## src/hdl/doubly_linked_list_engine_assert.svh

```systemverilog
// Assertion macros for the doubly linked list engine.
// Used by the RTL files that carry concurrent checks; no dependencies.
`ifndef DOUBLY_LINKED_LIST_ENGINE_ASSERT_SVH
`define DOUBLY_LINKED_LIST_ENGINE_ASSERT_SVH
`ifndef SYNTHESIS
`define DLLE_ASSERT(lbl, clk, rst_n, prop) \
  lbl: assert property (@(posedge clk) disable iff (!rst_n) prop) \
    else $error("dlle check failed");
`define DLLE_ASSERT_IMP(lbl, clk, rst_n, ante, cons) \
  `DLLE_ASSERT(lbl, clk, rst_n, (ante) |-> (cons))
`else
`define DLLE_ASSERT(lbl, clk, rst_n, prop)
`define DLLE_ASSERT_IMP(lbl, clk, rst_n, ante, cons)
`endif
`endif

```

## src/hdl/dlle_pkg.sv

```systemverilog
// Shared types and constants of the doubly linked list engine.
// No dependencies; imported by every module of the block except dlle_ram.
`default_nettype none

package dlle_pkg;

  localparam int CAPACITY_DEF   = 16;
  localparam int DATA_WIDTH_DEF = 32;

  localparam int MODE_W     = 3;
  localparam int VALUE_W    = 32;
  localparam int HANDLE_W   = 4;
  localparam int SLOT_OUT_W = 4;
  localparam int COUNT_W    = 5;
  localparam int STATUS_W   = 2;

  localparam int WALK_MAX = 16;
  localparam int WALK_W   = 5;

  localparam int QUEUE_DEPTH = 2;

  localparam logic [MODE_W-1:0] MODE_INS_FRONT = 3'd0;
  localparam logic [MODE_W-1:0] MODE_INS_BACK  = 3'd1;
  localparam logic [MODE_W-1:0] MODE_DEL_HEAD  = 3'd2;
  localparam logic [MODE_W-1:0] MODE_DEL_TAIL  = 3'd3;
  localparam logic [MODE_W-1:0] MODE_ERASE     = 3'd4;
  localparam logic [MODE_W-1:0] MODE_WALK_FWD  = 3'd5;
  localparam logic [MODE_W-1:0] MODE_WALK_REV  = 3'd6;
  localparam logic [MODE_W-1:0] MODE_CLEAR     = 3'd7;

  typedef enum logic [MODE_W-1:0] {
    OP_INS_FRONT,
    OP_INS_BACK,
    OP_DEL_HEAD,
    OP_DEL_TAIL,
    OP_ERASE,
    OP_WALK_FWD,
    OP_WALK_REV,
    OP_CLEAR
  } op_t;

  typedef enum logic [STATUS_W-1:0] {
    STAT_OK,
    STAT_EMPTY,
    STAT_FULL,
    STAT_BAD_HANDLE
  } status_t;

  typedef enum logic [2:0] {
    S_IDLE,
    S_SHORT,
    S_INS_LINK,
    S_RM_LINK,
    S_WALK
  } state_t;

  typedef struct packed {
    op_t                 op;
    logic [VALUE_W-1:0]  value;
    logic [HANDLE_W-1:0] handle;
    logic                handle_ok;
  } item_t;

endpackage

`default_nettype wire

```

## src/hdl/doubly_linked_list_engine.sv

```systemverilog
// Top level of the doubly linked list engine: front end with item queue and
// back end with slot pool and link RAMs. Depends on dlle_pkg, dlle_front, dlle_back.
//
// Channel  Dir  Handshake             Beat payload
// in       in   in_valid / in_ready   in_mode, in_value, in_node_handle
// out      out  out_valid / out_ready out_value_out, out_slot_out, out_count,
//                                     out_status, out_last
//
// A beat waits in the two-entry queue until the executor pops it in its idle state; inserts,
// deletes, erases, clear and errors then pass through a link or short state that loads the
// result register before the executor returns to idle. A walk of n nodes holds the executor
// in its walk state, one node per cycle while the out channel is free, through the shared
// read port of the data and link RAMs. Reset is synchronous and active low; it empties the
// list and the queue, and the RAMs need no clearing since only used slots are read.
// A stalled out channel holds the executor, while the queue still takes up to two beats.
`default_nettype none

module doubly_linked_list_engine #(
  parameter int CAPACITY   = dlle_pkg::CAPACITY_DEF,
  parameter int DATA_WIDTH = dlle_pkg::DATA_WIDTH_DEF
) (
  input  wire logic                            clk,
  input  wire logic                            rst_n,
  input  wire logic                            in_valid,
  output logic                                 in_ready,
  input  wire logic [dlle_pkg::MODE_W-1:0]     in_mode,
  input  wire logic [dlle_pkg::VALUE_W-1:0]    in_value,
  input  wire logic [dlle_pkg::HANDLE_W-1:0]   in_node_handle,
  output logic                                 out_valid,
  input  wire logic                            out_ready,
  output logic [dlle_pkg::VALUE_W-1:0]         out_value_out,
  output logic [dlle_pkg::SLOT_OUT_W-1:0]      out_slot_out,
  output logic [dlle_pkg::COUNT_W-1:0]         out_count,
  output logic [dlle_pkg::STATUS_W-1:0]        out_status,
  output logic                                 out_last
);
  import dlle_pkg::*;

  logic  q_valid;
  logic  q_ready;
  item_t q_item;

  dlle_front #(.CAPACITY(CAPACITY)) u_front (
    .clk            (clk),
    .rst_n          (rst_n),
    .in_valid       (in_valid),
    .in_ready       (in_ready),
    .in_mode        (in_mode),
    .in_value       (in_value),
    .in_node_handle (in_node_handle),
    .q_valid        (q_valid),
    .q_ready        (q_ready),
    .q_item         (q_item)
  );

  dlle_back #(.CAPACITY(CAPACITY), .DATA_WIDTH(DATA_WIDTH)) u_back (
    .clk           (clk),
    .rst_n         (rst_n),
    .q_valid       (q_valid),
    .q_ready       (q_ready),
    .q_item        (q_item),
    .out_valid     (out_valid),
    .out_ready     (out_ready),
    .out_value_out (out_value_out),
    .out_slot_out  (out_slot_out),
    .out_count     (out_count),
    .out_status    (out_status),
    .out_last      (out_last)
  );

endmodule

`default_nettype wire

```

## src/hdl/dlle_ram.sv

```systemverilog
// Generic single-write, single-read RAM with a registered read port.
// No dependencies; holds the node data and link arrays of the engine.
`default_nettype none

module dlle_ram #(
  parameter int WIDTH = 32,
  parameter int DEPTH = 16
) (
  input  wire logic                     clk,
  input  wire logic                     we,
  input  wire logic [$clog2(DEPTH)-1:0] waddr,
  input  wire logic [WIDTH-1:0]         wdata,
  input  wire logic                     re,
  input  wire logic [$clog2(DEPTH)-1:0] raddr,
  output logic      [WIDTH-1:0]         rdata
);

  logic [WIDTH-1:0] mem_r [DEPTH];
  logic [WIDTH-1:0] rdata_r;

  always_ff @(posedge clk) begin
    if (we) begin
      mem_r[waddr] <= wdata;
    end
    if (re) begin
      rdata_r <= mem_r[raddr];
    end
  end

  assign rdata = rdata_r;

endmodule

`default_nettype wire

```

## src/hdl/dlle_front.sv

```systemverilog
// Front end: accepts input beats, decodes the mode, range-checks the handle
// and holds the classified items in a short queue. Depends on dlle_pkg.
`default_nettype none

module dlle_front #(
  parameter int CAPACITY = dlle_pkg::CAPACITY_DEF
) (
  input  wire logic                          clk,
  input  wire logic                          rst_n,
  input  wire logic                          in_valid,
  output logic                               in_ready,
  input  wire logic [dlle_pkg::MODE_W-1:0]   in_mode,
  input  wire logic [dlle_pkg::VALUE_W-1:0]  in_value,
  input  wire logic [dlle_pkg::HANDLE_W-1:0] in_node_handle,
  output logic                               q_valid,
  input  wire logic                          q_ready,
  output dlle_pkg::item_t                    q_item
);
  import dlle_pkg::*;

  localparam int QPW = $clog2(QUEUE_DEPTH);
  localparam int QCW = $clog2(QUEUE_DEPTH + 1);

  item_t          item_in;
  op_t            op_dec;
  item_t          mem_r [QUEUE_DEPTH];
  logic [QPW-1:0] wr_ptr_r, wr_ptr_nxt;
  logic [QPW-1:0] rd_ptr_r, rd_ptr_nxt;
  logic [QCW-1:0] fill_r, fill_nxt;
  logic           push, pop;

  always_comb begin
    unique case (in_mode)
      MODE_INS_FRONT: op_dec = OP_INS_FRONT;
      MODE_INS_BACK:  op_dec = OP_INS_BACK;
      MODE_DEL_HEAD:  op_dec = OP_DEL_HEAD;
      MODE_DEL_TAIL:  op_dec = OP_DEL_TAIL;
      MODE_ERASE:     op_dec = OP_ERASE;
      MODE_WALK_FWD:  op_dec = OP_WALK_FWD;
      MODE_WALK_REV:  op_dec = OP_WALK_REV;
      MODE_CLEAR:     op_dec = OP_CLEAR;
      default:        op_dec = OP_CLEAR;
    endcase
  end

  always_comb begin
    item_in.op        = op_dec;
    item_in.value     = in_value;
    item_in.handle    = in_node_handle;
    item_in.handle_ok = int'(in_node_handle) < CAPACITY;
  end

  assign in_ready = fill_r != QCW'(QUEUE_DEPTH);
  assign q_valid  = fill_r != '0;
  assign q_item   = mem_r[rd_ptr_r];
  assign push     = in_valid && in_ready;
  assign pop      = q_valid && q_ready;

  always_comb begin
    wr_ptr_nxt = push ? wr_ptr_r + QPW'(1) : wr_ptr_r;
    rd_ptr_nxt = pop ? rd_ptr_r + QPW'(1) : rd_ptr_r;
    case ({push, pop})
      2'b10:   fill_nxt = fill_r + QCW'(1);
      2'b01:   fill_nxt = fill_r - QCW'(1);
      default: fill_nxt = fill_r;
    endcase
  end

  always_ff @(posedge clk) begin
    if (!rst_n) begin
      wr_ptr_r <= '0;
      rd_ptr_r <= '0;
      fill_r   <= '0;
    end else begin
      wr_ptr_r <= wr_ptr_nxt;
      rd_ptr_r <= rd_ptr_nxt;
      fill_r   <= fill_nxt;
    end
  end

  always_ff @(posedge clk) begin
    if (push) begin
      mem_r[wr_ptr_r] <= item_in;
    end
  end

endmodule

`default_nettype wire

```

## src/hdl/dlle_back.sv

```systemverilog
// Back end: executes queued items against the slot pool, the link RAMs and
// the list registers, and drives the result register. Depends on dlle_pkg,
// dlle_ram and the assertion macro header.
`default_nettype none
`include "doubly_linked_list_engine_assert.svh"

module dlle_back #(
  parameter int CAPACITY   = dlle_pkg::CAPACITY_DEF,
  parameter int DATA_WIDTH = dlle_pkg::DATA_WIDTH_DEF
) (
  input  wire logic                            clk,
  input  wire logic                            rst_n,
  input  wire logic                            q_valid,
  output logic                                 q_ready,
  input  wire dlle_pkg::item_t                 q_item,
  output logic                                 out_valid,
  input  wire logic                            out_ready,
  output logic [dlle_pkg::VALUE_W-1:0]         out_value_out,
  output logic [dlle_pkg::SLOT_OUT_W-1:0]      out_slot_out,
  output logic [dlle_pkg::COUNT_W-1:0]         out_count,
  output logic [dlle_pkg::STATUS_W-1:0]        out_status,
  output logic                                 out_last
);
  import dlle_pkg::*;

  localparam int SW   = $clog2(CAPACITY);
  localparam int CW   = $clog2(CAPACITY + 1);
  localparam int CMPW = (CW > WALK_W) ? CW : WALK_W;

  state_t                state_r, state_nxt;
  op_t                   op_r, op_nxt;
  status_t               status_r, status_nxt;
  logic [SW-1:0]         slot_r, slot_nxt;
  logic [WALK_W-1:0]     remain_r, remain_nxt;
  logic [CAPACITY-1:0]   used_r, used_nxt;
  logic [SW-1:0]         head_r, head_nxt;
  logic [SW-1:0]         tail_r, tail_nxt;
  logic [CW-1:0]         cnt_r, cnt_nxt;
  logic                  out_valid_r, out_valid_nxt;
  logic [VALUE_W-1:0]    out_value_r, out_value_nxt;
  logic [SLOT_OUT_W-1:0] out_slot_r, out_slot_nxt;
  logic [COUNT_W-1:0]    out_count_r, out_count_nxt;
  status_t               out_status_r, out_status_nxt;
  logic                  out_last_r, out_last_nxt;

  logic                  ram_re;
  logic [SW-1:0]         ram_raddr;
  logic                  data_we;
  logic [SW-1:0]         data_waddr;
  logic [DATA_WIDTH-1:0] data_wdata;
  logic                  nxt_we;
  logic [SW-1:0]         nxt_waddr;
  logic [SW-1:0]         nxt_wdata;
  logic                  prv_we;
  logic [SW-1:0]         prv_waddr;
  logic [SW-1:0]         prv_wdata;
  logic [DATA_WIDTH-1:0] rd_data;
  logic [SW-1:0]         rd_next;
  logic [SW-1:0]         rd_prev;

  logic                  ofree;
  logic                  is_full, is_empty;
  logic [SW-1:0]         free_slot;
  logic [SW-1:0]         hslot;
  logic [SW-1:0]         first_slot;
  logic [SW-1:0]         walk_link;
  logic [CMPW-1:0]       cnt_w;
  logic [WALK_W-1:0]     walk_n;
  logic [CW-1:0]         cnt_inc, cnt_dec;
  logic [VALUE_W-1:0]    rd_value;
  logic                  pop_short;
  status_t               pop_status;

  dlle_ram #(.WIDTH(DATA_WIDTH), .DEPTH(CAPACITY)) u_data_ram (
    .clk   (clk),
    .we    (data_we),
    .waddr (data_waddr),
    .wdata (data_wdata),
    .re    (ram_re),
    .raddr (ram_raddr),
    .rdata (rd_data)
  );

  dlle_ram #(.WIDTH(SW), .DEPTH(CAPACITY)) u_next_ram (
    .clk   (clk),
    .we    (nxt_we),
    .waddr (nxt_waddr),
    .wdata (nxt_wdata),
    .re    (ram_re),
    .raddr (ram_raddr),
    .rdata (rd_next)
  );

  dlle_ram #(.WIDTH(SW), .DEPTH(CAPACITY)) u_prev_ram (
    .clk   (clk),
    .we    (prv_we),
    .waddr (prv_waddr),
    .wdata (prv_wdata),
    .re    (ram_re),
    .raddr (ram_raddr),
    .rdata (rd_prev)
  );

  assign ofree     = !out_valid_r || out_ready;
  assign is_full   = cnt_r == CW'(CAPACITY);
  assign is_empty  = cnt_r == '0;
  assign hslot     = SW'(q_item.handle);
  assign cnt_inc   = cnt_r + CW'(1);
  assign cnt_dec   = cnt_r - CW'(1);
  assign rd_value  = VALUE_W'($signed(rd_data));
  assign walk_link = (op_r == OP_WALK_FWD) ? rd_next : rd_prev;
  assign cnt_w     = CMPW'(cnt_r);
  assign walk_n    = (cnt_w > CMPW'(WALK_MAX)) ? WALK_W'(WALK_MAX) : WALK_W'(cnt_w);

  always_comb begin
    free_slot = SW'(CAPACITY - 1);
    for (int i = CAPACITY - 1; i >= 0; i--) begin
      if (!used_r[i]) begin
        free_slot = SW'(i);
      end
    end
  end

  always_comb begin
    case (q_item.op) inside
      OP_DEL_HEAD, OP_WALK_FWD: first_slot = head_r;
      OP_ERASE:                 first_slot = hslot;
      default:                  first_slot = tail_r;
    endcase
  end

  always_comb begin
    unique case (q_item.op) inside
      OP_INS_FRONT, OP_INS_BACK: begin
        pop_short  = is_full;
        pop_status = is_full ? STAT_FULL : STAT_OK;
      end
      OP_DEL_HEAD, OP_DEL_TAIL, OP_WALK_FWD, OP_WALK_REV: begin
        pop_short  = is_empty;
        pop_status = is_empty ? STAT_EMPTY : STAT_OK;
      end
      OP_ERASE: begin
        pop_short  = !q_item.handle_ok || !used_r[hslot];
        pop_status = pop_short ? STAT_BAD_HANDLE : STAT_OK;
      end
      default: begin
        pop_short  = 1'b1;
        pop_status = STAT_OK;
      end
    endcase
  end

  always_comb begin
    state_nxt = state_r;
    unique case (state_r)
      S_IDLE: begin
        if (q_valid) begin
          if (pop_short) begin
            state_nxt = S_SHORT;
          end else begin
            case (q_item.op) inside
              OP_INS_FRONT, OP_INS_BACK: state_nxt = S_INS_LINK;
              OP_WALK_FWD, OP_WALK_REV:  state_nxt = S_WALK;
              default:                   state_nxt = S_RM_LINK;
            endcase
          end
        end
      end
      S_SHORT, S_INS_LINK, S_RM_LINK: begin
        if (ofree) begin
          state_nxt = S_IDLE;
        end
      end
      S_WALK: begin
        if (ofree && remain_r == WALK_W'(1)) begin
          state_nxt = S_IDLE;
        end
      end
      default: state_nxt = S_IDLE;
    endcase
  end

  always_comb begin
    q_ready        = 1'b0;
    op_nxt         = op_r;
    status_nxt     = status_r;
    slot_nxt       = slot_r;
    remain_nxt     = remain_r;
    used_nxt       = used_r;
    head_nxt       = head_r;
    tail_nxt       = tail_r;
    cnt_nxt        = cnt_r;
    out_valid_nxt  = out_valid_r && !out_ready;
    out_value_nxt  = out_value_r;
    out_slot_nxt   = out_slot_r;
    out_count_nxt  = out_count_r;
    out_status_nxt = out_status_r;
    out_last_nxt   = out_last_r;
    ram_re         = 1'b0;
    ram_raddr      = first_slot;
    data_we        = 1'b0;
    data_waddr     = free_slot;
    data_wdata     = DATA_WIDTH'($signed(q_item.value));
    nxt_we         = 1'b0;
    nxt_waddr      = free_slot;
    nxt_wdata      = free_slot;
    prv_we         = 1'b0;
    prv_waddr      = free_slot;
    prv_wdata      = free_slot;

    unique case (state_r)
      S_IDLE: begin
        q_ready = 1'b1;
        if (q_valid) begin
          op_nxt     = q_item.op;
          status_nxt = pop_status;
          if (!pop_short) begin
            case (q_item.op) inside
              OP_INS_FRONT, OP_INS_BACK: begin
                slot_nxt = free_slot;
                data_we  = 1'b1;
                nxt_we   = 1'b1;
                prv_we   = 1'b1;
                if (q_item.op == OP_INS_FRONT && !is_empty) begin
                  nxt_wdata = head_r;
                end
                if (q_item.op == OP_INS_BACK && !is_empty) begin
                  prv_wdata = tail_r;
                end
              end
              default: begin
                slot_nxt   = first_slot;
                ram_re     = 1'b1;
                remain_nxt = walk_n;
              end
            endcase
          end
        end
      end
      S_SHORT: begin
        if (ofree) begin
          out_valid_nxt  = 1'b1;
          out_value_nxt  = '0;
          out_slot_nxt   = '0;
          out_count_nxt  = COUNT_W'(cnt_r);
          out_status_nxt = status_r;
          out_last_nxt   = 1'b1;
          if (op_r == OP_CLEAR) begin
            used_nxt      = '0;
            head_nxt      = '0;
            tail_nxt      = '0;
            cnt_nxt       = '0;
            out_count_nxt = '0;
          end
        end
      end
      S_INS_LINK: begin
        if (ofree) begin
          if (is_empty) begin
            head_nxt = slot_r;
            tail_nxt = slot_r;
          end else if (op_r == OP_INS_FRONT) begin
            prv_we    = 1'b1;
            prv_waddr = head_r;
            prv_wdata = slot_r;
            head_nxt  = slot_r;
          end else begin
            nxt_we    = 1'b1;
            nxt_waddr = tail_r;
            nxt_wdata = slot_r;
            tail_nxt  = slot_r;
          end
          used_nxt[slot_r] = 1'b1;
          cnt_nxt          = cnt_inc;
          out_valid_nxt    = 1'b1;
          out_value_nxt    = '0;
          out_slot_nxt     = SLOT_OUT_W'(slot_r);
          out_count_nxt    = COUNT_W'(cnt_inc);
          out_status_nxt   = STAT_OK;
          out_last_nxt     = 1'b1;
        end
      end
      S_RM_LINK: begin
        if (ofree) begin
          if (cnt_r <= CW'(1)) begin
            head_nxt = '0;
            tail_nxt = '0;
          end else if (slot_r == head_r) begin
            head_nxt = rd_next;
          end else if (slot_r == tail_r) begin
            tail_nxt = rd_prev;
          end else begin
            nxt_we    = 1'b1;
            nxt_waddr = rd_prev;
            nxt_wdata = rd_next;
            prv_we    = 1'b1;
            prv_waddr = rd_next;
            prv_wdata = rd_prev;
          end
          used_nxt[slot_r] = 1'b0;
          cnt_nxt          = cnt_dec;
          out_valid_nxt    = 1'b1;
          out_value_nxt    = rd_value;
          out_slot_nxt     = SLOT_OUT_W'(slot_r);
          out_count_nxt    = COUNT_W'(cnt_dec);
          out_status_nxt   = STAT_OK;
          out_last_nxt     = 1'b1;
        end
      end
      S_WALK: begin
        if (ofree) begin
          out_valid_nxt  = 1'b1;
          out_value_nxt  = rd_value;
          out_slot_nxt   = SLOT_OUT_W'(slot_r);
          out_count_nxt  = COUNT_W'(cnt_r);
          out_status_nxt = STAT_OK;
          out_last_nxt   = remain_r == WALK_W'(1);
          if (remain_r != WALK_W'(1)) begin
            slot_nxt   = walk_link;
            ram_re     = 1'b1;
            ram_raddr  = walk_link;
            remain_nxt = remain_r - WALK_W'(1);
          end
        end
      end
      default: begin
        q_ready = 1'b0;
      end
    endcase
  end

  always_ff @(posedge clk) begin
    if (!rst_n) begin
      state_r     <= S_IDLE;
      used_r      <= '0;
      head_r      <= '0;
      tail_r      <= '0;
      cnt_r       <= '0;
      out_valid_r <= 1'b0;
    end else begin
      state_r     <= state_nxt;
      used_r      <= used_nxt;
      head_r      <= head_nxt;
      tail_r      <= tail_nxt;
      cnt_r       <= cnt_nxt;
      out_valid_r <= out_valid_nxt;
    end
  end

  always_ff @(posedge clk) begin
    op_r         <= op_nxt;
    status_r     <= status_nxt;
    slot_r       <= slot_nxt;
    remain_r     <= remain_nxt;
    out_value_r  <= out_value_nxt;
    out_slot_r   <= out_slot_nxt;
    out_count_r  <= out_count_nxt;
    out_status_r <= out_status_nxt;
    out_last_r   <= out_last_nxt;
  end

  assign out_valid     = out_valid_r;
  assign out_value_out = out_value_r;
  assign out_slot_out  = out_slot_r;
  assign out_count     = out_count_r;
  assign out_status    = out_status_r;
  assign out_last      = out_last_r;

  `DLLE_ASSERT(a_count_matches_used, clk, rst_n, $countones(used_r) == int'(cnt_r))
  `DLLE_ASSERT(a_count_in_range, clk, rst_n, cnt_r <= CW'(CAPACITY))
  `DLLE_ASSERT_IMP(a_empty_ends_zero, clk, rst_n, cnt_r == '0, head_r == '0 && tail_r == '0)
  `DLLE_ASSERT_IMP(a_open_beat_walks, clk, rst_n, out_valid_r && !out_last_r, state_r == S_WALK)

endmodule

`default_nettype wire

```

## config.mk

```make
export PLATFORM = sky130hd
export DESIGN_NAME = doubly_linked_list_engine
export DESIGN_NICKNAME = d
export VERILOG_FILES = /design/src/hdl/dlle_pkg.sv /design/src/hdl/doubly_linked_list_engine.sv /design/src/hdl/dlle_ram.sv /design/src/hdl/dlle_front.sv /design/src/hdl/dlle_back.sv
export VERILOG_INCLUDE_DIRS = /design/src /design/src/hdl
export SDC_FILE = /design/constraint.sdc
export NUM_CORES = 1
export LEC_CHECK = 0
export BUFFER_PORTS_ARGS = -buffer_cell sky130_fd_sc_hd__buf_2
export CORE_MARGIN = 3
export CORE_UTILIZATION = 40
export DETAILED_ROUTE_END_ITERATION = 10
export HOLD_SLACK_MARGIN = 0.15
export SLEW_MARGIN = 20
export SYNTH_ARGS = -nofsm -noshare
export SYNTH_HDL_FRONTEND = slang
export SYNTH_SLANG_ARGS = --single-unit
```

## constraint.sdc

```tcl
create_clock -name clk -period 10.9 [get_ports clk]
set_input_delay 0 -clock clk [delete_from_list [all_inputs] [get_ports clk]]
set_output_delay 0 -clock clk [all_outputs]
set_load 0.005 [all_outputs]
```

==> flow_summary.json <==
{
  "outcome": "finished, final reports clean",
  "holdPathEnd": "u_front.mem_r[0][34]",
  "ys_ff_latch": 854,
  "diodes": 0,
  "grt_pass1_wl_um": 131000,
  "hold_slack_ns": 0.204,
  "insertion_delay_ns": 0.65,
  "power_per_cell_area_nw_per_um2": 232,
  "die_x_um": 304,
  "final_nets": 2549,
  "synth-seq-area-share_pct": 71.2,
  "ff2ff_setup_slack_ns": 5.18,
  "synth_cell_types": 73,
  "clk_pin_slew_ns": 0.06,
  "report.final.hold_viol_count": 0,
  "dpl_cell_area_um2": 37200,
  "hold_depth": 2,
  "fin_area_um2": 41000,
  "worst-path-max-fanout": 115,
  "synthesis.area_um2": 35500,
  "finalSetupViolCount": 0,
  "drc": 0,
  "clockRootBuffer": "clkbuf_16",
  "grt-ovfl-total": 0,
  "cp-end-kind": "flip-flop",
  "rsz0062_at_grt": "false",
  "worstMarginPinSlew_ns": 1.10,
  "globalplace.congestion": 0.882,
  "worstSetupPathType": "flip-flop to flip-flop",
  "numCtsBuffers": 88,
  "leakagePower_uw": 0.0145,
  "fin_setup_tns_ns": 0,
  "die_area_um2": 92300,
  "required_ns": 11.22,
  "max-cap-violations": 0,
  "globalRouteTotalUtil_pct": 18.6,
  "vias_per_cell": 5.49,
  "r2r-end": "u_back.u_next_ram.rdata[1]",
  "core_um2": 87300,
  "clock_sinks": 854,
  "period_needed_ns": 5.72,
  "io-pin-count": 89,
  "cts_resized": 0,
  "drive_gt1_share_pct": 16.4,
  "cts_hold_buf": 80,
  "worst_r2r_path_depth": 12,
  "yosys_most_used_dff": "edfxtp_1",
  "critPathLaunchType": "flip-flop",
  "areaGrowthSynthToFinish_pct": 15.6,
  "ir_worst_vdd_uv": 171,
  "crit_arrival_ns": 6.04,
  "cts_tree": "done",
  "htreeDepth": 3,
  "hold_path.class": "input pin to flip-flop",
  "finalCritPeriodShare_pct": 52.5,
  "timing.fmax_mhz": 175,
  "ant_nets": 0,
  "dr.pass1.iters": 5,
  "wl_um": 87500,
  "cts_setup_buffers": 0,
  "cts_buffer_depth": 3,
  "grt_max_degree": 116,
  "avgRoutedWirePerCell_um": 23.4,
  "antenna_found_initial": 2,
  "timing.slew.headroom_pct": 26.6,
  "place.detailed.hpwl_um": 46300,
  "die_y_um": 304,
  "syn_avg_cell_area_um2": 15.2,
  "start_util_pct": 40.6,
  "hold_start": "in_value[30]",
  "vias": 20500,
  "synth_nets": 2381,
  "port_buffers": 88,
  "synth_cells": 2332,
  "synthArstFlopShare_pct": 0,
  "synth_edf_count": 816,
  "slew_viol_final": 0,
  "grt_pass1_vias": 20700,
  "skew_ns": 0.0473,
  "yosys_warnings": 0,
  "initialDrtViolationCount": 1981,
  "rows": 108
}
placed cells by master (no fill, tap or decap), drive strengths merged, types with 7 or more instances in the layout:
cell type / instances
edfxtp: 816
nor2b: 26
mux2i: 299
o31ai: 8
nand2b: 11
a31oi: 9
clkinv: 42
a32oi: 43
a22oi: 7
clkbuf: 101
a21oi: 95
dfxtp: 38
or3: 9
mux2: 113
inv: 24
a21boi: 9
xnor2: 17
o21ai: 134
nand2: 207
nor2: 94
buf: 130
dlygate4sd3: 80
o211ai: 47
nor3: 28
and2: 45
and3: 10
nand4: 7
nand3: 24
bufinv: 10
metal layers:
layer | vias up | track usage [%] | part of all wire (%)
met3 | 127 | 3.15 | 7.0
met2 | 706 | 29.8 | 47
met1 | 10300 | 26.3 | 44
li1 | 9320 | - | -
met5 | - | 0 | 0
met4 | 0 | 5.24 | 2.0
metrics by stage:
stage | setup slack [ns] | utilization [%] | power (uW) | cells
floorplan | 5.60 | - | 5860 | 2332
global placement | 5.49 | 42.6 | 6440 | 3485
detailed placement | 5.29 | 42.6 | 6500 | 3485
CTS | 5.23 | 47.0 | 9590 | 3731
global route | 4.88 | 47.0 | 9920 | 3731
finish | 5.18 | 47.0 | 9500 | 3731
worst max path at each step:
stage,slack [ns],to,startpoint
floorplan,5.60,u_back.u_data_ram.rdata[0],u_back.state_r[2]
global placement,5.49,u_back.u_data_ram.rdata[26],flip-flop
detailed placement,5.29,u_back.u_next_ram.rdata[1],flip-flop
CTS,5.23,u_back.u_next_ram.rdata[1],flip-flop
global route,4.88,u_back.u_next_ram.rdata[1],flip-flop
finish,5.18,u_back.u_next_ram.rdata[1],flip-flop
synth_stat cells, types with 38 or more instances:
library cell | count | area, um2
mux2i_1 | 297 | 2970
o21ai_1 | 72 | 360
mux2_2 | 93 | 1050
nand2_1 | 207 | 777
and2_1 | 45 | 282
a32oi_1 | 43 | 377
o21ai_0 | 62 | 310
clkbuf_1 | 60 | 225
edfxtp_1 | 816 | 24500
a21oi_1 | 94 | 470
dfxtp_1 | 38 | 761
nor2_1 | 94 | 353
o211ai_1 | 47 | 353
report_power, final:
group / leakage, uW / switching [uW] / internal [uW]
Combinational: 0.00537 / 1460 / 856
Clock: 0.00146 / 1290 / 1770
Sequential: 0.00771 / 104 / 4020
flip-flops by register name, indices dropped and copies added (netlist names), 4 cells and up, named ones only:
signal,count
u_back.u_data_ram.mem_r,512
u_front.mem_r,78
u_back.u_next_ram.mem_r,64
u_back.u_prev_ram.mem_r,64
u_back.out_value_out,32
u_back.u_data_ram.rdata,32
u_back.used_r,16
u_back.cnt_r,5
u_back.out_count,5
u_back.remain_r,5
u_back.head_r,4
u_back.out_slot_out,4
u_back.slot_r,4
u_back.tail_r,4
u_back.u_next_ram.rdata,4
u_back.u_prev_ram.rdata,4
cell families (layout without fill, tap and decap cells):
logic type / Yosys count / after routing / synth area share, %
XOR/XNOR: 19 / 19 / 0.469
multiplexers: 416 / 416 / 12.3
buffers and inverters: 149 / 393 / 2.12
adder cells (fa/ha/maj): 6 / 6 / 0.212
flip-flops: 854 / 854 / 71.2
AO/OA/AOI/OAI: 399 / 399 / 7.12
AND/OR/NAND/NOR: 489 / 489 / 6.52
final cells by class:
type	count	area [um2]
inverter	17	63.8
fill	7578	46300
timing repair buffer	210	1590
sequential	854	25300
tap	1155	1450
clock buffer	101	2280
clock inverter	65	694
multi-input combinational	1329	9670
critical path, cell delays in order (launching register included):
cell,delay (ns)
dfxtp_2,0.34
buf_4,0.64
mux2i_4,0.51
inv_2,0.18
nor3_1,0.31
a22oi_1,0.20
a21oi_4,0.88
buf_12,0.64
buf_12,0.60
mux2i_1,0.30
nand2_1,0.09
a32oi_1,0.29
o211ai_1,0.14
Note: power is estimated with default switching activity, not from simulation.
